`src/design/bmps_pkg.sv`:
```
package bmps_pkg;

    // Fixed field widths
    localparam int MATCH_W      = 64;
    localparam int STREAM_IDX_W = 3;

    // Parameter defaults
    localparam int DEF_WORD_BITS   = 64;
    localparam int DEF_MAX_STREAMS = 8;
    localparam int DEF_POS_BITS    = 48;

    // Register port
    localparam int APB_AW = 3;
    localparam int APB_DW = 32;

    // stream_count register
    localparam int               CNT_REG_W        = 4;
    localparam logic [CNT_REG_W-1:0] CNT_RESET    = 4'd1;
    localparam logic             REG_STREAM_COUNT = 1'b0;

endpackage

```
`src/design/bmps_bitscan.sv`:
```
// Lowest-set-bit unit: index of the lowest set bit and the word with it cleared.
module bmps_bitscan #(
    parameter int WORD_BITS = bmps_pkg::DEF_WORD_BITS,
    localparam int IDX_W    = $clog2(WORD_BITS)
) (
    input  logic [WORD_BITS-1:0] bits,
    output logic [IDX_W-1:0]     low_idx,
    output logic [WORD_BITS-1:0] rest
);

    // priority encoder, lowest index wins
    always_comb
    begin
        low_idx = '0;
        for (int i = WORD_BITS - 1; i >= 0; i--)
        begin
            if (bits[i])
            begin
                low_idx = IDX_W'(i);
            end
        end
    end

    assign rest = bits & (bits - WORD_BITS'(1));

endmodule

```
`src/design/bmps_regs.sv`:
```
// stream_count register with clamp to 1..MAX_STREAMS.
module bmps_regs #(
    parameter int MAX_STREAMS = bmps_pkg::DEF_MAX_STREAMS,
    localparam int CNT_W      = $clog2(MAX_STREAMS + 1)
) (
    input  logic                         clk,
    input  logic                         rst_n,
    input  logic                         psel,
    input  logic                         penable,
    input  logic                         pwrite,
    input  logic [bmps_pkg::APB_AW-1:0]  paddr,
    input  logic [bmps_pkg::APB_DW-1:0]  pwdata,
    output logic [bmps_pkg::APB_DW-1:0]  prdata,
    output logic [CNT_W-1:0]             eff_count
);

    localparam int CMP_W = CNT_W + bmps_pkg::CNT_REG_W;

    logic [bmps_pkg::CNT_REG_W-1:0] count_reg;
    logic                           reg_sel;
    logic [CMP_W-1:0]               raw_ext;

    assign reg_sel = (paddr[2] == bmps_pkg::REG_STREAM_COUNT);

    always_ff @(posedge clk or negedge rst_n)
    begin
        if (!rst_n)
        begin
            count_reg <= bmps_pkg::CNT_RESET;
        end
        else if (psel && penable && pwrite && reg_sel)
        begin
            count_reg <= pwdata[bmps_pkg::CNT_REG_W-1:0];
        end
    end

    assign prdata = reg_sel ? bmps_pkg::APB_DW'(count_reg) : '0;

    assign raw_ext = CMP_W'(count_reg);

    always_comb
    begin
        priority if (raw_ext == '0)
        begin
            eff_count = CNT_W'(1);
        end
        else if (raw_ext > CMP_W'(MAX_STREAMS))
        begin
            eff_count = CNT_W'(MAX_STREAMS);
        end
        else
        begin
            eff_count = raw_ext[CNT_W-1:0];
        end
    end

endmodule

```
`src/design/bitmap_match_position_scanner_core.sv`:
```
// Channel  | Handshake                 | Payload
// ---------+---------------------------+-------------------------------------
// word     | word_valid / word_stall   | match_word
// report   | report_valid / report_stall | position, stream_index, last
// config   | APB write/read            | stream_count at byte address 0
//
// An accepted request occupies the block until every set bit of its word has
// been reported; an all-zero word does not leave idle and reports nothing.
// The shared lowest-set-bit unit retires one bit per cycle; a stall on report
// holds it.
// word_stall is high while a word is being scanned, regardless of report.
// Reset (rst_n, async, active low) clears word base and stream counter and
// sets stream_count to 1; no clearing pass is needed.
module bitmap_match_position_scanner_core #(
    parameter int WORD_BITS   = bmps_pkg::DEF_WORD_BITS,
    parameter int MAX_STREAMS = bmps_pkg::DEF_MAX_STREAMS,
    parameter int POS_BITS    = bmps_pkg::DEF_POS_BITS
) (
    input  logic                               clk,
    input  logic                               rst_n,

    input  logic                               word_valid,
    output logic                               word_stall,
    input  logic [bmps_pkg::MATCH_W-1:0]       match_word,

    output logic                               report_valid,
    input  logic                               report_stall,
    output logic [POS_BITS-1:0]                position,
    output logic [bmps_pkg::STREAM_IDX_W-1:0]  stream_index,
    output logic                               last,

    input  logic                               psel,
    input  logic                               penable,
    input  logic                               pwrite,
    input  logic [bmps_pkg::APB_AW-1:0]        paddr,
    input  logic [bmps_pkg::APB_DW-1:0]        pwdata,
    output logic [bmps_pkg::APB_DW-1:0]        prdata,
    output logic                               pready
);

    localparam int IDX_W    = $clog2(WORD_BITS);
    localparam int CNT_W    = $clog2(MAX_STREAMS + 1);
    localparam int STREAM_W = (MAX_STREAMS > 1) ? $clog2(MAX_STREAMS) : 1;
    localparam int CMP_W    = CNT_W + STREAM_W;
    localparam int SX_W     = STREAM_W + bmps_pkg::STREAM_IDX_W;

    // sequencer states
    localparam logic ST_IDLE = 1'b0;
    localparam logic ST_SCAN = 1'b1;

    logic                 state_reg, state_next;
    logic [WORD_BITS-1:0] rem_reg, rem_next;
    logic [POS_BITS-1:0]  word_base_reg, word_base_next;
    logic [STREAM_W-1:0]  cur_stream_reg, cur_stream_next;
    logic [POS_BITS-1:0]  scan_base_reg, scan_base_next;
    logic [STREAM_W-1:0]  scan_stream_reg, scan_stream_next;

    logic                 rep_valid_reg, rep_valid_next;
    logic [POS_BITS-1:0]  rep_pos_reg, rep_pos_next;
    logic [STREAM_W-1:0]  rep_stream_reg, rep_stream_next;
    logic                 rep_last_reg, rep_last_next;

    logic [CNT_W-1:0]     eff_count;
    logic [IDX_W-1:0]     low_idx;
    logic [WORD_BITS-1:0] rest;
    logic [WORD_BITS-1:0] word_in;
    logic                 accept;
    logic                 out_free;
    logic [CMP_W-1:0]     stream_inc;
    logic                 group_done;
    logic [SX_W-1:0]      stream_ext;

    bmps_regs #(
        .MAX_STREAMS (MAX_STREAMS)
    ) u_regs (
        .clk       (clk),
        .rst_n     (rst_n),
        .psel      (psel),
        .penable   (penable),
        .pwrite    (pwrite),
        .paddr     (paddr),
        .pwdata    (pwdata),
        .prdata    (prdata),
        .eff_count (eff_count)
    );

    assign pready = 1'b1;

    // shared unit: one set bit retired per use
    bmps_bitscan #(
        .WORD_BITS (WORD_BITS)
    ) u_bitscan (
        .bits    (rem_reg),
        .low_idx (low_idx),
        .rest    (rest)
    );

    assign word_stall = (state_reg == ST_SCAN);
    assign accept     = word_valid && !word_stall;
    assign word_in    = match_word[WORD_BITS-1:0];
    assign out_free   = !rep_valid_reg || !report_stall;

    // stream counter wraps when it reaches the effective count; a count
    // shrunk mid-group wraps on the next word as well
    assign stream_inc = CMP_W'(cur_stream_reg) + CMP_W'(1);
    assign group_done = (stream_inc >= CMP_W'(eff_count));

    always_comb
    begin
        state_next       = state_reg;
        rem_next         = rem_reg;
        word_base_next   = word_base_reg;
        cur_stream_next  = cur_stream_reg;
        scan_base_next   = scan_base_reg;
        scan_stream_next = scan_stream_reg;
        rep_valid_next   = rep_valid_reg && report_stall;
        rep_pos_next     = rep_pos_reg;
        rep_stream_next  = rep_stream_reg;
        rep_last_next    = rep_last_reg;

        unique case (state_reg)
            ST_IDLE:
            begin
                if (accept)
                begin
                    // snapshot this word's base and stream, then step counters
                    rem_next         = word_in;
                    scan_base_next   = word_base_reg;
                    scan_stream_next = cur_stream_reg;
                    if (group_done)
                    begin
                        cur_stream_next = '0;
                        word_base_next  = word_base_reg + POS_BITS'(WORD_BITS);
                    end
                    else
                    begin
                        cur_stream_next = stream_inc[STREAM_W-1:0];
                    end
                    if (word_in != '0)
                    begin
                        state_next = ST_SCAN;
                    end
                end
            end
            ST_SCAN:
            begin
                if (out_free)
                begin
                    rep_valid_next  = 1'b1;
                    rep_pos_next    = scan_base_reg + POS_BITS'(low_idx);
                    rep_stream_next = scan_stream_reg;
                    rep_last_next   = (rest == '0);
                    rem_next        = rest;
                    if (rest == '0)
                    begin
                        state_next = ST_IDLE;
                    end
                end
            end
            default:
            begin
                state_next = ST_IDLE;
            end
        endcase
    end

    always_ff @(posedge clk or negedge rst_n)
    begin
        if (!rst_n)
        begin
            state_reg      <= ST_IDLE;
            word_base_reg  <= '0;
            cur_stream_reg <= '0;
            rep_valid_reg  <= 1'b0;
        end
        else
        begin
            state_reg      <= state_next;
            word_base_reg  <= word_base_next;
            cur_stream_reg <= cur_stream_next;
            rep_valid_reg  <= rep_valid_next;
        end
    end

    always_ff @(posedge clk)
    begin
        rem_reg         <= rem_next;
        scan_base_reg   <= scan_base_next;
        scan_stream_reg <= scan_stream_next;
        rep_pos_reg     <= rep_pos_next;
        rep_stream_reg  <= rep_stream_next;
        rep_last_reg    <= rep_last_next;
    end

    // stream number reported in its low bits
    assign stream_ext   = SX_W'(rep_stream_reg);
    assign report_valid = rep_valid_reg;
    assign position     = rep_pos_reg;
    assign stream_index = stream_ext[bmps_pkg::STREAM_IDX_W-1:0];
    assign last         = rep_last_reg;

endmodule

```
`config.mk`:
```
export PLATFORM = sky130hd
export DESIGN_NAME = bitmap_match_position_scanner_core
export DESIGN_NICKNAME = d
export VERILOG_FILES = /design/src/design/bmps_pkg.sv /design/src/design/bmps_bitscan.sv /design/src/design/bmps_regs.sv /design/src/design/bitmap_match_position_scanner_core.sv
export SDC_FILE = /design/constraint.sdc
export NUM_CORES = 1
export LEC_CHECK = 0
export BUFFER_PORTS_ARGS = -buffer_cell sky130_fd_sc_hd__buf_2
export CAP_MARGIN = 30
export CORE_UTILIZATION = 25
export DETAILED_ROUTE_END_ITERATION = 16
export HOLD_SLACK_MARGIN = 0.03
export PLACE_DENSITY = 0.5
export SLEW_MARGIN = 40
export SYNTH_ARGS = -nofsm -noshare
export SYNTH_HDL_FRONTEND = slang
export SYNTH_SLANG_ARGS = --single-unit
export TNS_END_PERCENT = 10
```
`constraint.sdc`:
```
create_clock -name clk -period 6 [get_ports clk]
set_input_delay 0.9 -clock clk [delete_from_list [all_inputs] [get_ports clk]]
set_output_delay 0.9 -clock clk [all_outputs]
set_load 0.02 [all_outputs]
```
==> results of run 1 <==
[critical path, cell delays in order (launching register included)]
cell and delay, ns:
edfxtp_1 0.50, nor3_1 0.59, nand3_2 0.54, or2_1 0.48, or4_1 0.52, a2111oi_0 0.70
nand4_1 0.32, nor4_4 0.36, a21oi_2 0.09
[worst min-delay path by stage]
stage,end,cells past startpoint
finish,position[15],0
global route,position[15],0
floorplan,position[10],0
CTS,position[15],0
global placement,position[19],0
detailed placement,position[42],0
[routing by layer]
metal  track usage, %  wire length (µm)  up-vias  part of all wire (%)
met1             17.7             12100     3600                    44
li1                 -                 -     3556                     -
met4             3.38               672        2                   2.4
met5                0                13        -                 0.047
met3             3.55              2250       48                   8.1
met2             20.5             12600      244                    46
[area by class of cell]
cell class / instances / area (µm²) / share of cell area [%]
Clock inverter: 10 / 109 / 0.889
Multi-Input combinational cell: 579 / 3710 / 30.3
Antenna cell: 2 / 5.00 / 0.0409
Sequential cell: 212 / 6120 / 50.0
Timing Repair Buffer: 141 / 737 / 6.02
Clock buffer: 36 / 687 / 5.61
Tap cell: 525 / 657 / 5.37
Inverter: 60 / 225 / 1.84
[per-stage QoR]
stage	std cells	util, %
global route	1563	30.4
global placement	1517	28.4
floorplan	914	-
finish	1565	30.5
CTS	1563	30.4
detailed placement	1517	28.4
[kinds of logic after synthesis]
kind of cell,count (synthesis)
adders and majority gates,7
DFF,212
muxes,35
other,2
xor gates and xnor gates,42
buffers and inverters,123
AOI/OAI and AO/OA,157
and+or+nand+nor,309
[synth_stat cells, types with 7 or more instances]
master | count | area (µm²)
xor2_1 | 21 | 184
edfxtp_1 | 161 | 4830
nand2_1 | 56 | 210
clkbuf_1 | 26 | 97.6
dfrtp_1 | 50 | 1250
nand4_1 | 24 | 150
or4_1 | 9 | 67.6
nor2_1 | 60 | 225
a21oi_1 | 22 | 110
a2111oi_0 | 7 | 61.3
o22ai_1 | 10 | 62.6
inv_1 | 59 | 221
mux2i_1 | 8 | 80.1
nor2b_1 | 11 | 68.8
mux2_2 | 27 | 304
and3_1 | 12 | 75.1
nor4_1 | 47 | 294
o211ai_1 | 8 | 60.1
buf_4 | 29 | 218
a31oi_1 | 8 | 50.1
nand3_1 | 28 | 140
o21ai_0 | 41 | 205
xnor2_1 | 21 | 184
nor3_1 | 27 | 135
[power by group]
| part | total (µW) | switching (µW) | internal (µW) |
|---|---|---|---|
| logic | 246 | 155 | 91.0 |
| clock network | 1490 | 612 | 882 |
| registers | 1690 | 59.5 | 1630 |
==> results.txt, run 1 <==
Status: finished clean
Post-Synth Simple-Gate Area: 16.0%
Largest net degree at the start of global routing: 80
DRC Markers: 0
Fin crit period: 4.25 ns
Synthesized area per cell: 11.6 µm²
WL final: 27600 µm
Skew-Pair Late Insertion Delay: 0.54 ns
Dominant synthesized flop cell: edfxtp_1
Cell area after synthesis: 0.0103 mm²
Commonest non-fill, non-tap cell in the layout: edfxtp_1
Syn-to-layout area delta: 19.0%
Setup slack, reg-to-reg: 1.75 ns
Post-CTS setup buffer count: 0
PD cells: 280 mW/mm²
Post-synth ARST share: 24.1%
RR Endpoint: word_stall
CTS Buffer Depth: 3
Number of I/O port buffers: 133
Starting Density: 25.6%
Layout cells sized above 1: 22.0%
Setup Viol. Count Final: 0
GPL Wtd Cong: 0.874
Cells after Synth: 887
Worst slack, placed: 1.75 ns
Synth Area in XOR/XNOR: 3.58%
Vias in the first global route: 7177
DIE HEIGHT: 205 µm
Worst hold start: scan_base_reg[15]
Horiz. Die Dim: 205 µm
First-pass GRT wire length: 42200 µm
Synth cell types: 72
ANT nets after route: 0
CTS tree: yes
Post_cts resized: 0
H-tree depth: 1
Max VDD drop: 0.210 mV
Clk sinks: 212
Final Cell Area: 0.0122 mm²
Crit end category: register
Max Fclk: 235 MHz
CP Class: reg -> reg
Die area: 0.0420 mm²
Ys Warns: 0
CP Max Fanout: 19
Max cap viols: 0
Post-Synth Adder-Cell Area: 0.827%
Area after DPL: 0.0114 mm²
DR iter-0 viols: 364
Grt ovf: 0
CORE AREA: 0.0402 mm²
WP data arrival: 4.66 ns
Main combinational cell family by area after synthesis: simple AND/OR/NAND/NOR gates
Number of flops mapped to enable cells by yosys: 161
Io pins: 193
Post-DP HPWL: 19900 µm
Hold Violations, Final: 0
Worst Setup EP: word_stall
Row count: 73
Worst reg2reg path startpoint: rem_reg[5]
Multiplexer share of the synthesized area: 3.73%
Final total power: 3430 µW
Compound-Gate Fraction of Synth Area: 10.5%
Worst slew pin tran: 0.774 ns
CTS Buf Count: 25
DR WL/cell: 17.7 µm
Fill cells: 4152
Max FFs per register: 64
RSZ-0062 raised after global routing: no
R2R depth: 8
Min-Delay Path Class: reg -> reg
CP required: 6.41 ns
Most frequent cells in the layout: edfxtp_1, buf_2, nor2_1
Overall Global Routing Usage: 13.1%
Worst-path clk slew: 0.06 ns
NumNets Final: 1131
Root Buffer: clkbuf_16
Register area share after synthesis: 59.4%
Slew margin rel.: 47.9%
Total iterations of the first detailed-routing run: 5
Critical path launch point type: register
Hold_buf cts: 0
Pleak: 0.00475 µW
Setup TNS: 0 ns
Worst hold slack: 0.411 ns
Via count: 7450
Fin. max-slew vios: 0
Avg Vias per Cell: 4.76
Worst Setup SP: rem_reg[5]
Initial antenna violation count: 4
Clock skew: 0.00994 ns
Setup ws final: 1.75 ns
#FFs+latches synth: 212
Fin crit share: 70.9%
(Power assumes the default switching activity.)
==> run 2: changes to the inputs <==
ABC_AREA = 1   (was unset)
clock period = 3.45 ns   (was 6 ns; I/O delays follow)
==> results.txt, run 2 <==
Main combinational cell family by area after synthesis: simple AND/OR/NAND/NOR gates
Total iterations of the first detailed-routing run: 4
Max FFs per register: 64
ANT nets after route: 0
Most frequent cell after synthesis: nand2_1
Die area: 0.0418 mm²
NumNets Final: 1462
Fin. max-slew vios: 0
CTS Buf Count: 25
Area contributors post-synth: edfxtp_1, dfrtp_1, nand2_1
Layout cells sized above 1: 26.3%
Ys Warns: 0
#FFs+latches synth: 212
Max cap viols: 0
RSZ-0062 raised after global routing: yes
Synth Area in XOR/XNOR: 3.25%
Crit-path most repeated cell: nand2_1
Cells after Synth: 1082
Via count: 7946
GPL Wtd Cong: 0.850
Skew-Pair Late Insertion Delay: 0.55 ns
Starting Density: 25.5%
Max VDD drop: 0.314 mV
Max Fclk: 263 MHz
WL final: 26500 µm
CP required: 3.85 ns
Fill cells: 4152
Buf/Inv on CP: 1
Worst-path clk slew: 0.06 ns
Initial antenna violation count: 1
Fin crit share: 110%
Worst slew pin tran: 0.756 ns
Synthesized area per cell: 9.46 µm²
Number of I/O port buffers: 133
DRC Markers: 0
Area after DPL: 0.0123 mm²
Pleak: 0.00587 µW
Fin cells: 1894
Critical path launch point type: register
Delay-heaviest family, CP: simple AND/OR/NAND/NOR gates
Synth cell types: 37
Ant. Diodes: 0
Slew margin rel.: 49.1%
Setup Viol. Count Final: 3
Most frequent cells in the layout: nand2_1, edfxtp_1, inv_1
Post-synth ARST share: 24.1%
Worst hold slack: 0.225 ns
Largest net degree at the start of global routing: 100
Final Cell Area: 0.0133 mm²
Min-Delay Path Class: in -> reg
Overall Global Routing Usage: 12.7%
DIE HEIGHT: 204 µm
Setup ws final: -0.352 ns
Share of Yosys cell area claimed by the top area cell type: 47.2%
Io pins: 193
Horiz. Die Dim: 204 µm
Vias in the first global route: 8142
Number of flops mapped to enable cells by yosys: 161
Top post-synthesis cells by count: nand2_1, edfxtp_1, inv_1, nor2_1, o21ai_0
Slowest CP cell: edfxtp_1
DR iter-0 viols: 378
CP max stage delay: 0.40 ns
Register area share after synthesis: 59.7%
Hold Violations, Final: 0
Multiplexer share of the synthesized area: 0%
H-tree depth: 1
Row count: 73
CORE AREA: 0.0401 mm²
CP Max Fanout: 2
Compound-Gate Fraction of Synth Area: 6.22%
Post-Synth Simple-Gate Area: 20.6%
Clk sinks: 212
First-pass GRT wire length: 41800 µm
CP Class: reg -> reg
PD cells: 548 mW/mm²
Cells after DPL: 1845
Status: finished with violations
Avg Vias per Cell: 4.20
DR WL/cell: 14.0 µm
Post-DP HPWL: 19700 µm
Post-Synth Adder-Cell Area: 0.733%
Fin crit period: 3.80 ns
Yosys top cell by area: edfxtp_1
Syn-to-layout area delta: 30.0%
Root Buffer: clkbuf_16
CTS tree: yes
Failing checks: setup timing
Crit end category: register
Clock skew: 0.0168 ns
CTS Buffer Depth: 3
WP data arrival: 4.20 ns
Commonest non-fill, non-tap cell in the layout: nand2_1
Worst slack, placed: -0.373 ns
Grt ovf: 0
Cell area after synthesis: 0.0102 mm²
Dominant synthesized flop cell: edfxtp_1
==> run 2: layer usage <==
layer	part of all wire [%]	GRT usage, %	vias up
met5	0	0	-
met3	5.2	2.87	49
met4	2.8	3.86	0
met1	45	16.4	3678
met2	47	21.1	153
li1	-	-	4066
==> run 2: final timing paths <==
check,startpoint,endpoint,slack [ns],cells after the start
min reg2reg,scan_base_reg[28],position[28],0.42,0
max reg2reg,rem_reg[62],position[0],-0.35,63
min,pwdata[0],u_regs.count_reg[0],0.22,3
min in group asynchronous,rst_n,word_base_reg[42],0.53,2
max in group asynchronous,rst_n,u_regs.count_reg[0],2.19,3
max,rem_reg[62],position[0],-0.35,63
==> run 2: per-stage QoR <==
stage	total power [µW]	TNS (ns)	util, %
floorplan	4100	-9.56	-
CTS	7410	-0.673	33.0
finish	7290	-0.555	33.2
global placement	4660	-1.10	30.7
detailed placement	4680	-1.31	30.8
global route	7720	-2.14	33.2
==> run 2: tightest hold or removal path: cells and delay by family <==
family / cells / cell delay (ns)
AO/OA/AOI/OAI: 1 / 0.04
AND/OR/NAND/NOR: 1 / 0.09
buffers and inverters: 1 / 0.10
==> run 2: area by class of cell <==
cell class,instances,area [µm²],area share (%)
clock buffer,34,701,5.27
clock inverter,12,124,0.931
inverter,173,691,5.19
multi-input combinational,681,3400,25.6
sequential,212,6110,45.9
tap,525,657,4.94
timing repair buffer,257,1620,12.2
==> run 2: power by group <==
group / total [µW] / switching (µW) / internal (µW)
registers: 3230 / 154 / 3080
clock network: 2640 / 1070 / 1580
logic: 1410 / 841 / 572
total: 7290 / 2060 / 5230
==> run 2: kinds of logic (layout without fill, tap and decap cells) <==
kind of cell | after synthesis | count (layout)
adder cells (fa/ha/maj) | 6 | 6
XOR/XNOR | 38 | 38
buffers and inverters | 216 | 476
AND/OR/NAND/NOR | 493 | 493
flip-flops | 212 | 212
other | 2 | 29
AO/OA/AOI/OAI | 115 | 115
==> run 2: timing repair <==
action / 4_1_cts / 5_1_grt
hold endpoints to repair: 24 / 0
pin swaps: 1 / 4
setup endpoints to repair: 7 / 14
buffers inserted: 1 / 1
hold buffers: 1 / 0
cloned: 0 / 0
resized for setup: 11 / 15
==> run 3: changes to the inputs <==
PLACE_DENSITY = unset   (was 0.5)
PLACE_DENSITY_LB_ADDON = 0.1   (was unset)
==> results.txt, run 3 (same netlist as run 2, synthesis figures left out) <==
Io pins: 193
Status: finished with violations
Vias in the first global route: 8215
CP required: 3.76 ns
Grt ovf: 0
Worst Hold Depth: 3
Pleak: 0.00595 µW
CP Max Fanout: 2
Fin crit period: 3.89 ns
Crit-path most repeated cell: nand2_1
Hold Violations, Final: 0
RSZ-0062 raised after global routing: yes
Max FFs per register: 64
H-tree depth: 1
WP data arrival: 4.20 ns
Fin. max-slew vios: 0
Horiz. Die Dim: 204 µm
CTS Buf Count: 27
Post-DP HPWL: 20800 µm
Fin cells: 1921
PD cells: 554 mW/mm²
Clk sinks: 212
Worst Setup SP: rem_reg[63]
Row count: 73
Root Buffer: clkbuf_16
R2R depth: 62
NumNets Final: 1486
Avg Vias per Cell: 4.23
Cells after DPL: 1867
Most frequent cells in the layout: nand2_1, edfxtp_1, buf_4
Slew margin rel.: 52.7%
GPL Wtd Cong: 0.826
Number of I/O port buffers: 133
Crit end category: register
Failing checks: setup timing
Starting Density: 25.5%
DRC Markers: 0
Initial antenna violation count: 1
RR Endpoint: position[0]
Commonest non-fill, non-tap cell in the layout: nand2_1
CORE AREA: 0.0401 mm²
Layout cells sized above 1: 27.1%
Skew-Pair Late Insertion Delay: 0.56 ns
Clock skew: 0.0113 ns
Setup Viol. Count Final: 3
Worst slack, placed: -0.469 ns
Via count: 8117
Total iterations of the first detailed-routing run: 4
DR WL/cell: 14.9 µm
WL final: 28500 µm
Max Fclk: 257 MHz
Slowest CP cell: edfxtp_1
Post-Route Utilization: 33.6%
CTS Buffer Depth: 3
ANT nets after route: 0
Max cap viols: 0
Worst slew pin tran: 0.710 ns
DR iter-0 viols: 393
Min-Delay Path Class: in -> reg
Fin crit share: 113%
Overall Global Routing Usage: 13.7%
CP Class: reg -> reg
Max VDD drop: 0.369 mV
DIE HEIGHT: 204 µm
CP max stage delay: 0.42 ns
Fill cells: 4202
Worst hold start: pwdata[0]
Die area: 0.0418 mm²
Worst hold slack: 0.196 ns
First-pass GRT wire length: 44400 µm
Largest net degree at the start of global routing: 101
Worst-path clk slew: 0.06 ns
CTS tree: yes
Delay-heaviest family, CP: simple AND/OR/NAND/NOR gates
Min-Delay Endpoint: u_regs.count_reg[0]
Buf/Inv on CP: 0
Setup TNS: -0.898 ns
Setup ws final: -0.438 ns
Worst reg2reg path startpoint: rem_reg[63]
Crit path depth: 62
Syn-to-layout area delta: 31.7%
Critical path launch point type: register
Setup slack, reg-to-reg: -0.44 ns
## run 3: changes by cell type in the layout (fill, tap and decap cells not counted), sizes merged
cell	before	now
buf	256	278
clkbuf	34	41
clkinv	9	6
bufinv	5	3
inv	171	173
diode	0	1
## run 3: final cells by class
type	count	area, µm²	share of cell area [%]
multi-input combinational	681	3400	25.2
antenna	1	2.50	0.0186
clock inverter	9	66.3	0.492
timing repair buffer	279	1770	13.2
sequential	212	6110	45.3
inverter	173	691	5.12
tap	525	657	4.87
clock buffer	41	778	5.77
## run 3: what timing repair did
action	4_1_cts	5_1_grt
endpoints found under the hold margin	33	0
pin swaps	0	8
buffers inserted	1	1
endpoints found under the setup margin	6	26
hold buffers	1	0
resized for setup	3	22
## run 3: through the flow
| step | area [µm²] | total power [µW] |
|---|---|---|
| 2_1_floorplan | 10300 | 4100 |
| 3_3_place_gp | 12500 | 4810 |
| 3_5_place_dp | 12500 | 4810 |
| 4_1_cts | 13400 | 7590 |
| 5_1_grt | 13500 | 7910 |
| 6_report | 13500 | 7470 |
## run 3: worst max-delay path by stage
| stage | end | slack (ns) |
|---|---|---|
| 3_3_place_gp | position[0] | -0.50 |
| 2_1_floorplan | word_base_reg[46] | -0.25 |
| 6_report | position[0] | -0.44 |
| 3_5_place_dp | position[0] | -0.47 |
| 4_1_cts | position[0] | -0.49 |
| 5_1_grt | position[0] | -1.17 |
## run 3: routing by layer
metal	vias up	track usage (%)	share of wire [%]
met4	0	3.09	1.8
met5	-	0	0
met2	147	21.8	45
met3	42	2.65	4.8
met1	3807	19.2	49
li1	4121	-	-
## run 3: power by group
group          switching (µW)  internal, µW
Clock                    1140          1560
Sequential                164          3080
Combinational             886           640
## run 3: worst register-to-register path, delay by kind of cell (launching register included)
kind               cells  cell delay (ns)
DFF                    1             0.42
and+or+nand+nor       61             3.13
AOI/OAI and AO/OA      1             0.06
